### config.mk
export PLATFORM = sky130hd
export DESIGN_NAME = poly_voice_allocator
export DESIGN_NICKNAME = d
export VERILOG_FILES = /design/src/hw/rtl/pva_pkg.sv /design/src/hw/rtl/pva_pick.sv /design/src/hw/rtl/poly_voice_allocator.sv
export SDC_FILE = /design/constraint.sdc
export NUM_CORES = 1
export LEC_CHECK = 0
export BUFFER_PORTS_ARGS = -buffer_cell sky130_fd_sc_hd__buf_2
export CAP_MARGIN = 20
export CORE_ASPECT_RATIO = 0.6
export CORE_MARGIN = 2
export CORE_UTILIZATION = 45
export CTS_CLUSTER_DIAMETER = 120
export DETAILED_ROUTE_END_ITERATION = 10
export HOLD_SLACK_MARGIN = 0.05
export PLACE_DENSITY = 0.6
export SLEW_MARGIN = 10
export SYNTH_ARGS = -nofsm -noshare
export SYNTH_HDL_FRONTEND = slang
export SYNTH_HIERARCHICAL = 1
export SYNTH_SLANG_ARGS = --single-unit
### constraint.sdc
create_clock -name clk -period 11.65 [get_ports clk]
set_input_delay 2.33 -clock clk [delete_from_list [all_inputs] [get_ports clk]]
set_output_delay 2.33 -clock clk [all_outputs]
set_load 0.03 [all_outputs]
### src/hw/rtl/pva_pkg.sv
`default_nettype none
// ----------------------------------------------------------------------------
// pva_pkg: shared types and constants for the polyphonic voice allocator
// Operation codes, slot record layout, stream item layouts and sequencer states.
// ----------------------------------------------------------------------------
package pva_pkg;

  localparam int PITCH_W = 7;
  localparam int TAG_W   = 32;
  localparam int CHAN_W  = 4;
  localparam int LEVEL_W = 16;

  localparam logic [PITCH_W-1:0] PITCH_IDLE = 7'd60;
  localparam logic [TAG_W-1:0]   TAG_NONE   = 32'hFFFF_FFFF;

  typedef enum logic [1:0] {
    OP_NOTE_ON   = 2'd0,
    OP_NOTE_OFF  = 2'd1,
    OP_ALL_OFF   = 2'd2,
    OP_ENV_REPORT = 2'd3
  } op_t;

  typedef enum logic [3:0] {
    ST_IDLE = 4'b0001,
    ST_SCAN = 4'b0010,
    ST_PICK = 4'b0100,
    ST_DONE = 4'b1000
  } state_t;

  // one slot record in the voice memory
  typedef struct packed {
    logic [PITCH_W-1:0] pitch;
    logic [TAG_W-1:0]   tag;
    logic [CHAN_W-1:0]  channel;
    logic [LEVEL_W-1:0] amplitude;
    logic [LEVEL_W-1:0] level;
  } rec_t;

  // input item payload, lowest field last
  typedef struct packed {
    logic               pad;
    logic               env_running;
    logic [LEVEL_W-1:0] env_level;
    logic [2:0]         report_slot;
    logic [LEVEL_W-1:0] velocity;
    logic [CHAN_W-1:0]  channel;
    logic [TAG_W-1:0]   note_tag;
    logic [PITCH_W-1:0] pitch;
  } in_item_t;

  // result item payload, lowest field last
  typedef struct packed {
    logic [1:0] pad;
    logic [3:0] active_count;
    logic       freed;
    logic [3:0] released_count;
    logic       stole_active;
    logic       slot_valid;
    logic [2:0] slot;
  } out_item_t;

  function automatic logic [3:0] sat4(input logic [5:0] v);
    logic [3:0] r;
    r = (v > 6'd15) ? 4'hF : v[3:0];
    return r;
  endfunction

endpackage
`default_nettype wire

### src/hw/rtl/pva_pick.sv
`default_nettype none
// ----------------------------------------------------------------------------
// pva_pick: note_on slot selection
// Watches slot records as the scan streams them and keeps the first direct
// hit, the quietest released slot and the quietest slot overall.
// ----------------------------------------------------------------------------
module pva_pick #(
  parameter int VOICES = 8
) (
  input  wire                          clk,
  input  wire                          rst,
  input  wire                          clear,
  input  wire                          obs_valid,
  input  wire [$clog2(VOICES)-1:0]     obs_idx,
  input  wire                          obs_cand,
  input  wire                          obs_held,
  input  wire [pva_pkg::LEVEL_W-1:0]   obs_level,
  output logic [$clog2(VOICES)-1:0]    pick_idx
);

  localparam int IW = $clog2(VOICES);

  logic                        hit;
  logic [IW-1:0]               hit_idx;
  logic                        rel_found;
  logic [IW-1:0]               rel_idx;
  logic [pva_pkg::LEVEL_W-1:0] rel_lvl;
  logic [IW-1:0]               quiet_idx;
  logic [pva_pkg::LEVEL_W-1:0] quiet_lvl;

  always_ff @(posedge clk) begin
    if (rst || clear) begin
      hit       <= 1'b0;
      rel_found <= 1'b0;
    end else if (obs_valid && !hit) begin
      if (obs_cand) begin
        hit     <= 1'b1;
        hit_idx <= obs_idx;
      end else begin
        if (!obs_held && (!rel_found || obs_level < rel_lvl)) begin
          rel_found <= 1'b1;
          rel_idx   <= obs_idx;
          rel_lvl   <= obs_level;
        end
        // strict compare keeps the lowest slot on equal levels
        if (obs_idx == '0 || obs_level < quiet_lvl) begin
          quiet_idx <= obs_idx;
          quiet_lvl <= obs_level;
        end
      end
    end
  end

  assign pick_idx = hit ? hit_idx : (rel_found ? rel_idx : quiet_idx);

endmodule
`default_nettype wire

### src/hw/rtl/poly_voice_allocator.sv
`default_nettype none
// ----------------------------------------------------------------------------
// poly_voice_allocator: polyphonic voice allocator with voice stealing
// Slot records live in a one-port-read, one-port-write memory; active and
// held flags are flops. Each item walks the memory and writes back changes.
// ----------------------------------------------------------------------------
// Channel   Dir  Payload
// s_axis    in   tuser: operation; tdata: pitch .. env_running
// m_axis    out  tdata: slot, slot_valid, stole_active, released_count,
//                freed, active_count
//
// note_on runs scan, pick and done; note_off and all_notes_off run scan and
// done; an envelope report scans only its slot, an ignored one goes straight
// to done. The scan reads one slot record per cycle from the memory port.
// One item is in work at a time; s_tready is high only in idle.
// A finished result sits in the output register; the next item is taken
// while it waits, and its own result waits until the register is free.
// Reset clears all flags at once; the record memory needs no clearing.
// ----------------------------------------------------------------------------
module poly_voice_allocator #(
  parameter int VOICES = 8
) (
  input  wire         clk,
  input  wire         rst,
  input  wire         s_tvalid,
  output logic        s_tready,
  // [6:0] pitch, [38:7] note_tag, [42:39] channel, [58:43] velocity,
  // [61:59] report_slot, [77:62] env_level, [78] env_running, [79] zero
  input  wire  [79:0] s_tdata,
  // [1:0] operation
  input  wire  [1:0]  s_tuser,
  output logic        m_tvalid,
  input  wire         m_tready,
  // [2:0] slot, [3] slot_valid, [4] stole_active, [8:5] released_count,
  // [9] freed, [13:10] active_count, [15:14] zero
  output logic [15:0] m_tdata
);

  localparam int IW = $clog2(VOICES);
  localparam int CW = $clog2(VOICES + 1);

  pva_pkg::state_t   state;
  pva_pkg::op_t      op;
  pva_pkg::in_item_t in_item;
  pva_pkg::in_item_t q;

  logic [VOICES-1:0] active;
  logic [VOICES-1:0] held;
  logic [CW-1:0]     act_cnt;
  logic [CW-1:0]     rel_cnt;

  logic [IW-1:0] issue_idx;
  logic [IW-1:0] last_idx;
  logic          issuing;
  logic          dv;
  logic [IW-1:0] dv_idx;
  logic          dv_last;

  logic       w_valid;
  logic       w_stole;
  logic       w_freed;
  logic [2:0] w_slot;

  pva_pkg::rec_t mem [VOICES];
  pva_pkg::rec_t rd_data;
  logic          rd_en;
  logic          wr_en;
  logic [IW-1:0] wr_addr;
  pva_pkg::rec_t wr_rec;

  logic          accept;
  logic [IW-1:0] ridx;
  logic          rep_ok;
  logic          tag_eq;
  logic          chan_eq;
  logic          pitch_eq;
  logic          on_cand;
  logic          off_match;
  logic          rel_hit;
  logic          free_hit;
  logic          obs_valid;
  logic [IW-1:0] pick_idx;
  pva_pkg::out_item_t res;

  assign in_item  = pva_pkg::in_item_t'(s_tdata);
  assign s_tready = (state == pva_pkg::ST_IDLE);
  assign accept   = s_tvalid && s_tready;

  assign ridx   = IW'(in_item.report_slot);
  assign rep_ok = (32'(in_item.report_slot) < 32'(VOICES)) && active[ridx];

  // record compare against the held item
  assign tag_eq   = !rd_data.tag[31] && !q.note_tag[31] && (rd_data.tag == q.note_tag);
  assign chan_eq  = (rd_data.channel == q.channel);
  assign pitch_eq = (rd_data.pitch == q.pitch);
  assign on_cand  = !active[dv_idx] || (tag_eq && chan_eq) || (pitch_eq && chan_eq);
  assign off_match = tag_eq || (pitch_eq && chan_eq);

  always_comb begin
    rel_hit  = 1'b0;
    free_hit = 1'b0;
    if (state == pva_pkg::ST_SCAN && dv) begin
      unique case (op)
        pva_pkg::OP_NOTE_ON:    rel_hit = 1'b0;
        pva_pkg::OP_NOTE_OFF:   rel_hit = active[dv_idx] && off_match;
        pva_pkg::OP_ALL_OFF:    rel_hit = active[dv_idx];
        pva_pkg::OP_ENV_REPORT: free_hit = !held[dv_idx] && !q.env_running &&
                                           (q.env_level == '0);
        default:                rel_hit = 1'b0;
      endcase
    end
  end

  assign obs_valid = (state == pva_pkg::ST_SCAN) && dv && (op == pva_pkg::OP_NOTE_ON);

  pva_pick #(.VOICES(VOICES)) u_pick (
    .clk       (clk),
    .rst       (rst),
    .clear     (accept),
    .obs_valid (obs_valid),
    .obs_idx   (dv_idx),
    .obs_cand  (on_cand),
    .obs_held  (held[dv_idx]),
    .obs_level (rd_data.level),
    .pick_idx  (pick_idx)
  );

  // write-back port
  always_comb begin
    wr_en   = 1'b0;
    wr_addr = dv_idx;
    wr_rec  = rd_data;
    if (state == pva_pkg::ST_PICK) begin
      wr_en            = 1'b1;
      wr_addr          = pick_idx;
      wr_rec.pitch     = q.pitch;
      wr_rec.tag       = q.note_tag;
      wr_rec.channel   = q.channel;
      wr_rec.amplitude = q.velocity;
      wr_rec.level     = '0;
    end else if (rel_hit) begin
      wr_en      = 1'b1;
      wr_rec.tag = pva_pkg::TAG_NONE;
    end else if (state == pva_pkg::ST_SCAN && dv && op == pva_pkg::OP_ENV_REPORT) begin
      wr_en        = 1'b1;
      wr_rec.level = q.env_level;
      if (free_hit) begin
        wr_rec.pitch     = pva_pkg::PITCH_IDLE;
        wr_rec.channel   = '0;
        wr_rec.amplitude = '0;
      end
    end
  end

  assign rd_en = (state == pva_pkg::ST_SCAN) && issuing;

  // reads and writes of one item never touch the same entry in one cycle;
  // items are sequenced, so no forwarding path is needed
  always_ff @(posedge clk) begin
    if (wr_en) begin
      mem[wr_addr] <= wr_rec;
    end
    if (rd_en) begin
      rd_data <= mem[issue_idx];
    end
  end

  always_ff @(posedge clk) begin
    if (rst) begin
      state    <= pva_pkg::ST_IDLE;
      active   <= '0;
      held     <= '0;
      act_cnt  <= '0;
      issuing  <= 1'b0;
      dv       <= 1'b0;
      m_tvalid <= 1'b0;
    end else begin
      // in done the output register is reloaded below
      if (m_tvalid && m_tready && state != pva_pkg::ST_DONE) begin
        m_tvalid <= 1'b0;
      end
      unique case (state)
        pva_pkg::ST_IDLE: begin
          if (accept) begin
            q       <= in_item;
            op      <= pva_pkg::op_t'(s_tuser);
            rel_cnt <= '0;
            w_valid <= 1'b0;
            w_stole <= 1'b0;
            w_freed <= 1'b0;
            w_slot  <= '0;
            dv      <= 1'b0;
            if (pva_pkg::op_t'(s_tuser) == pva_pkg::OP_ENV_REPORT) begin
              w_slot    <= in_item.report_slot;
              issue_idx <= ridx;
              last_idx  <= ridx;
              issuing   <= rep_ok;
              w_valid   <= rep_ok;
              state     <= rep_ok ? pva_pkg::ST_SCAN : pva_pkg::ST_DONE;
            end else begin
              issue_idx <= '0;
              last_idx  <= IW'(VOICES - 1);
              issuing   <= 1'b1;
              state     <= pva_pkg::ST_SCAN;
            end
          end
        end
        pva_pkg::ST_SCAN: begin
          dv <= issuing;
          if (issuing) begin
            dv_idx  <= issue_idx;
            dv_last <= (issue_idx == last_idx);
            if (issue_idx == last_idx) begin
              issuing <= 1'b0;
            end else begin
              issue_idx <= issue_idx + IW'(1);
            end
          end
          if (rel_hit) begin
            held[dv_idx] <= 1'b0;
            rel_cnt      <= rel_cnt + CW'(held[dv_idx]);
          end
          if (free_hit) begin
            active[dv_idx] <= 1'b0;
            act_cnt        <= act_cnt - CW'(1);
            w_freed        <= 1'b1;
          end
          if (dv && dv_last) begin
            state <= (op == pva_pkg::OP_NOTE_ON) ? pva_pkg::ST_PICK : pva_pkg::ST_DONE;
          end
        end
        pva_pkg::ST_PICK: begin
          active[pick_idx] <= 1'b1;
          held[pick_idx]   <= 1'b1;
          if (!active[pick_idx]) begin
            act_cnt <= act_cnt + CW'(1);
          end
          w_stole <= active[pick_idx];
          w_valid <= 1'b1;
          w_slot  <= 3'(pick_idx);
          state   <= pva_pkg::ST_DONE;
        end
        pva_pkg::ST_DONE: begin
          if (!m_tvalid || m_tready) begin
            m_tvalid <= 1'b1;
            m_tdata  <= res;
            state    <= pva_pkg::ST_IDLE;
          end
        end
        default: state <= pva_pkg::ST_IDLE;
      endcase
    end
  end

  always_comb begin
    res                = '0;
    res.slot           = w_slot;
    res.slot_valid     = w_valid;
    res.stole_active   = w_stole;
    res.released_count = pva_pkg::sat4(6'(rel_cnt));
    res.freed          = w_freed;
    res.active_count   = pva_pkg::sat4(6'(act_cnt));
  end

  // ---- assertions ----
  a_cnt_tracks_flags: assert property (@(posedge clk) disable iff (rst)
    32'(act_cnt) == $countones(active))
    else $error("active counter out of step with active flags");

  a_held_implies_active: assert property (@(posedge clk) disable iff (rst)
    (held & ~active) == '0)
    else $error("held slot that is not active");

  a_freed_has_slot: assert property (@(posedge clk) disable iff (rst)
    (m_tvalid && m_tdata[9]) |-> m_tdata[3])
    else $error("freed result without a valid slot");

  a_busy_no_accept: assert property (@(posedge clk) disable iff (rst)
    (state == pva_pkg::ST_SCAN) |=> !$past(s_tready))
    else $error("input accepted during a scan");

endmodule
`default_nettype wire
; Word-level counts from Yosys, hierarchy flattened
; Memories as Yosys holds them, arrays and structs flattened. A register that Yosys moved wholly into a read port is not among the register bits.
; Index checks and enable logic that the tools add are counted.
[word_totals]
register_bits = 182
latch_bits = 0
mem_bits_rw = 600
rom_bits = 0
in_bits = 86
output_inout_bits = 18
wordCells = 200
mem_count = 1
[op_classes]
n_addsub = 4
multipliers = 0
div_mod_pow = 0
magnitude_cmp = 7
n_eq_ne = 21
shift = 0
muxes = 71
bitwise_logic = 8
reduce_logical = 57
[mem_list]
columns = memory, words, width, rd, rd_ports_with_merged_regs, wr, line_no
row1 = mem, 8, 75, 1, 1, 1, poly_voice_allocator.sv:64  ; pva_pkg::rec_t mem [VOICES];
[op_table]
columns = op, n
row1 = two-way mux 75 bit, 1
row2 = two-way mux 36 bit, 2
row3 = two-way mux 4 bit, 10
row4 = == test 32 bit, 1
row5 = less-than comparator 16 bit, 2
row6 = two-way mux 32 bit, 1
row7 = one-hot mux 8 bit (2 select lines), 2
row8 = two-way mux 1 bit, 25
row9 = AND reduction 3 bit, 8
row10 = two-way mux 3 bit, 7
row11 = two-way mux 7 bit, 3
row12 = two-way mux 20 bit, 1
row13 = logical AND 1 bit, 19
row14 = bitwise AND 8 bit, 2
row15 = zero test 16 bit, 1
row16 = two-way mux 8 bit, 2
row17 = OR 8 bit, 2
row18 = one-hot mux 4 bit (2 select lines), 2
row19 = one-hot mux 4 bit (4 select lines), 1
row20 = AND reduction 4 bit, 4
row21 = binary-select mux 1 bit (select 3 bit), 4
row22 = less-than comparator 3 x 4 -> 1 bit (second input constant), 3
row23 = inequality test 2 bit (second input constant), 6
row24 = one-hot mux 1 bit (2 select lines), 6
row25 = other kinds (27), 53

; Longest topological paths before layout
[logic_depth]
word_depth = 11
depth_mapped = 12
depth_no_buf = 12

; Hierarchy
; Netlist, hierarchy kept.
[by_module_without_submodules]
columns = module, instances, cells_each, area_per_inst_um2, seq_area_each_um2
row1 = poly_voice_allocator, 1, 1350, 25818.5, 19368.6
row2 = pva_pick, 1, 167, 2160.8, 1271.2

; Worst setup path after synthesis
; No wires, ideal clock.
[synth_path]
path_type = register to register
startpoint = reg q[38] in the netlist's numbering
endpoint = mem mem[2][0] in the netlist's numbering, enable pin
setup_time_ns = 0.637
arrival_ns = 8.137
t_required_ns = 11.013
setup_slack_ns = 2.875
path_stages_with_launch = 10
path_buffers = 1
synth_period_minus_slack_ns = 8.775
cell_sequence = edfxtp_1 > inv_1 > ha_1 > nand2b_1 > nor4_1 > nand4_1 > nor4_1 > o31ai_1 > clkbuf_1 > o41ai_1
[synth_between]
elab_chain_cells = 11
word_cells_on_any_way = 12
classes_between = eq/ne (1) / mux (6) / reduce/logical (5)
[synth_rtl]
columns = item, line_no
row1 = "start, declared", poly_voice_allocator.sv:45  ; pva_pkg::in_item_t q;
row2 = "start signal, assigned", poly_voice_allocator.sv:185  ; q <= in_item;
row3 = branches (longest 2 deep; another with == test 32 bit), --
row4 = logical AND 1 bit (*), poly_voice_allocator.sv:93  ; assign tag_eq = !rd_data.tag[31] && !q.note_tag[31] && (rd_data.tag == q.note_tag);
row5 = logical OR 1 bit (*), poly_voice_allocator.sv:97  ; assign off_match = tag_eq || (pitch_eq && chan_eq);
row6 = logical AND 1 bit (*), poly_voice_allocator.sv:105  ; pva_pkg::OP_NOTE_OFF: rel_hit = active[dv_idx] && off_match;
row7 = one-hot mux 1 bit (2 select lines) (*), poly_voice_allocator.sv:103  ; unique case (op)
row8 = two-way mux 1 bit (*), poly_voice_allocator.sv:102  ; if (state == pva_pkg::ST_SCAN && dv) begin
row9 = two-way mux 1 bit (*), poly_voice_allocator.sv:141  ; end else if (rel_hit) begin
row10 = two-way mux 1 bit (*), poly_voice_allocator.sv:133  ; if (state == pva_pkg::ST_PICK) begin
row11 = two-way mux 1 bit (*), poly_voice_allocator.sv:160  ; if (wr_en) begin
row12 = two-way mux 1 bit (not written as such) (*), poly_voice_allocator.sv:161  ; mem[wr_addr] <= wr_rec;
row13 = "end, declared", poly_voice_allocator.sv:64
; Mark *: on every way between the ends.

; Worst setup path after layout
[layout_path]
startpoint = reg state[3]
endpoint = mem mem[1][39] in the netlist's numbering, enable pin
[layout_between]
elab_chain_cells = 8
word_cells_on_any_way = 11
classes_between = eq/ne (2) / mux (7) / reduce/logical (2)
[layout_rtl]
columns = item, line_no
row1 = "start, declared", poly_voice_allocator.sv:42  ; pva_pkg::state_t state;
row2 = "start signal, assigned", poly_voice_allocator.sv:170  ; state <= pva_pkg::ST_IDLE;
row3 = "start signal, assigned", poly_voice_allocator.sv:199  ; state <= rep_ok ? pva_pkg::ST_SCAN : pva_pkg::ST_DONE;
row4 = "start signal, assigned", poly_voice_allocator.sv:204  ; state <= pva_pkg::ST_SCAN;
row5 = == test 4 x 2 -> 1 bit, "poly_voice_allocator.sv:102, poly_voice_allocator.sv:144"
row6 = logical AND 1 bit, "poly_voice_allocator.sv:102, poly_voice_allocator.sv:144"
row7 = logical AND 1 bit, poly_voice_allocator.sv:144  ; end else if (state == pva_pkg::ST_SCAN && dv && op == pva_pkg::OP_ENV_REPORT) begin
row8 = two-way mux 1 bit, poly_voice_allocator.sv:144
row9 = two-way mux 1 bit, poly_voice_allocator.sv:141
row10 = two-way mux 1 bit, poly_voice_allocator.sv:133
row11 = two-way mux 1 bit, poly_voice_allocator.sv:160
row12 = two-way mux 1 bit (not written as such), poly_voice_allocator.sv:161
; Parallel ways exist; a longest one is shown, timed or not.

==> out/results.ini <==
[outcome]
status = completed

[clock_tree]
clk_latency_ps = 630
hold_buffers = 0
max-clock-path-buffers = 3
clockRootBuffer = clkbuf_16
cts_setup_buffers = 0
cts_made_buffers = 60
clock_sinks = 697
cts_max_level = 2
cts_tree = yes
cts_resized = 0
clk_transition_reported_paths_ps = 70

[sta]
final_hold_viol_count = 0
timing.final.crit_share_pct = 40.6
fmax_ghz = 0.211
timing.final.setup_violations = 0
rsz0062_at_grt = false
tightest_slew_ps = 1200
slew-limit-headroom_pct = 19.3
fin_tns_setup_ps = 0
min_period_ps = 4730
clock_skew_ps = 32.8
drv_slew = 0

[global_routing]
grt_max_degree = 122
grt_usage_pct = 18.9
grt_first_pass_wirelength_um = 90500
gr-usage-met3_pct = 3.72
grt_pass1_vias = 14100
grt.overflow.total = 0
antenna_found_initial = 2
grtUsageMet1_pct = 28.9
met2_usage_pct = 28.6
busiest_layer = met1

[pwr]
leakagePower_nw = 10.5
p_int_mw = 4.13
p_sw_share_pct = 20.7
seqPwrFrac_pct = 53.6
ir_drop_mv = 0.134
p_per_area_nw_per_um2 = 165
clkPwrFrac_pct = 41.0
p_sw_mw = 1.08
comb_power_share_pct = 5.4

[worst_setup_path]
cp.required_ps = 11890
endpoint_kind = flop
crit_type = reg2reg
arrival_ps = 4970
path_max_fanout = 59
start_kind = flop

[floorplanning]
die_y_um = 197
start_util_pct = 45.7
die_area_um2 = 64300
dieWidth_um = 326
core_area_um2 = 61200
row_count = 70
num_io_pins = 104

[logic_synthesis]
synthCells = 1517
synth-main-ff-cell = edfxtp_1
yosys_warnings = 6
yosysSeqAreaShare_pct = 73.8
synth_edf_count = 668
synth_area_um2 = 28000
synthArstFlopShare_pct = 0
synth.distinct_cells = 65
ys_seq_elements = 697
avgSynthCellArea_um2 = 18.4

[finish]
utilization_pct = 51.7
diodes = 0
layout.nets = 1753
areaGrowthSynthToFinish_pct = 13.1
drive_above_1_share_pct = 24.7
layout_common_cells = edfxtp_1, mux4_2, nor2_1
fin_cells = 2503
fill_cells = 4835
final_common_cell = edfxtp_1

[place]
gp_congestion = 0.783
dp.cells = 2389
hpwl_um = 32700
portBuffers = 84

[job]
max_cap_violations = 0

[detailed_routing]
postRouteAntennaNets = 0
vias = 14000
routedWlPerCell_um = 24.2
drc = 0
drt-pass1-iter-count = 5
drtIter0Drc = 1442
routed_wl_um = 60500
routed_via_density = 5.58

[min_path]
hold_path_class = reg2reg

-- stage by stage --
stage	cell area (um^2)	setup slack (ps)	total power [mW]	hold WS, ps
floorplan	28000	2880	3.04	400
finish	31600	6920	5.21	419
global route	31600	6710	5.38	437
detailed placement	29500	6540	3.13	406
CTS	31600	6940	5.26	421
global placement	29500	6640	3.13	413
-- final cells by class --
type                    count  area, um^2  share of cell area, %
clock buffers              64        1520                   4.79
flip-flops and latches    697       20600                   65.2
multi-input cells         694        6950                   22.0
clock inverters            47         584                   1.85
inverters                  57         216                  0.684
well taps                 828        1040                   3.27
repair buffers            116         701                   2.21
-- power groups by stage --
stage	Sequential (mW)	Clock (mW)	Combinational, mW
6_report	2.79	2.14	0.283
5_1_grt	2.80	2.27	0.309
4_1_cts	2.79	2.18	0.289
3_5_place_dp	2.85	0	0.287
3_3_place_gp	2.85	0	0.284
2_1_floorplan	2.84	0	0.202
-- final timing paths --
kind,startpoint,cells past startpoint,slack (ps),end
worst min-delay path,w_valid,0,420,m_tdata[3]
worst max register to register,state[3],9,6920,mem[1][39]
worst min register to register,w_valid,0,420,m_tdata[3]
worst max-delay path,state[3],9,6920,mem[1][39]
-- registers in the layout (all words and copies together) (netlist names), 2 cells and up --
| name | flops |
|---|---|
| u_pick/rel_lvl | 16 |
| m_tdata | 14 |
| last_idx | 3 |
| u_pick/hit_idx | 3 |
| q | 60 |
| rd_data | 59 |
| w_slot | 3 |
| held | 8 |
| u_pick/quiet_lvl | 16 |
| op | 2 |
| issue_idx | 3 |
| mem | 472 |
| act_cnt | 4 |
| u_pick/rel_idx | 3 |
| u_pick/quiet_idx | 3 |
| rel_cnt | 4 |
| dv_idx | 3 |
| state | 4 |
| active | 8 |
-- cell usage after synthesis (all sizes together) (4+ instances only) --
cell type / instances / area share (%)
nor2: 100 / 1.3
mux4: 124 / 10
nand2: 46 / 0.62
nand3: 10 / 0.22
xnor2: 21 / 0.66
nor3: 17 / 0.30
a211oi: 8 / 0.21
dfxtp: 29 / 2.1
nor4: 12 / 0.32
clkbuf: 47 / 0.63
or3: 4 / 0.089
mux2i: 35 / 1.3
nand2b: 10 / 0.22
buf: 23 / 0.39
mux2: 61 / 2.5
o21bai: 5 / 0.13
and2: 5 / 0.11
a31oi: 4 / 0.089
inv: 56 / 0.75
a21o: 4 / 0.11
ha: 40 / 1.8
o2111ai: 4 / 0.13
o21ai: 33 / 0.59
nand4: 11 / 0.25
a311oi: 5 / 0.16
a21oi: 60 / 1.1
o41ai: 6 / 0.19
edfxtp: 668 / 72
xor2: 30 / 0.94
-- worst max-delay path: stages (launching register included) --
cell      delay, ps
dfxtp_1         410
nor4b_4          70
buf_4           380
clkinv_2        380
buf_4           860
nand2_1         380
o31ai_1         310
o21ai_0         320
o21ai_4         370
buf_4           780
-- layer usage --
metal	share of wire [%]	wire (um)
met5	0	0
met4	1.4	832
met2	45	27100
met3	6.4	3890
met1	47	28700
-- logic make-up after synthesis --
kind of cell | count (synthesis) | share of synthesized area [%]
flops | 697 | 73.8
simple gates | 233 | 4.04
mux | 220 | 13.7
compound gates | 147 | 3.24
buf+inv | 127 | 1.79
xor+xnor | 51 | 1.60
fa+ha+maj | 41 | 1.86
other cells | 1 | 0.0134
Power figures use the tool's default switching activity.
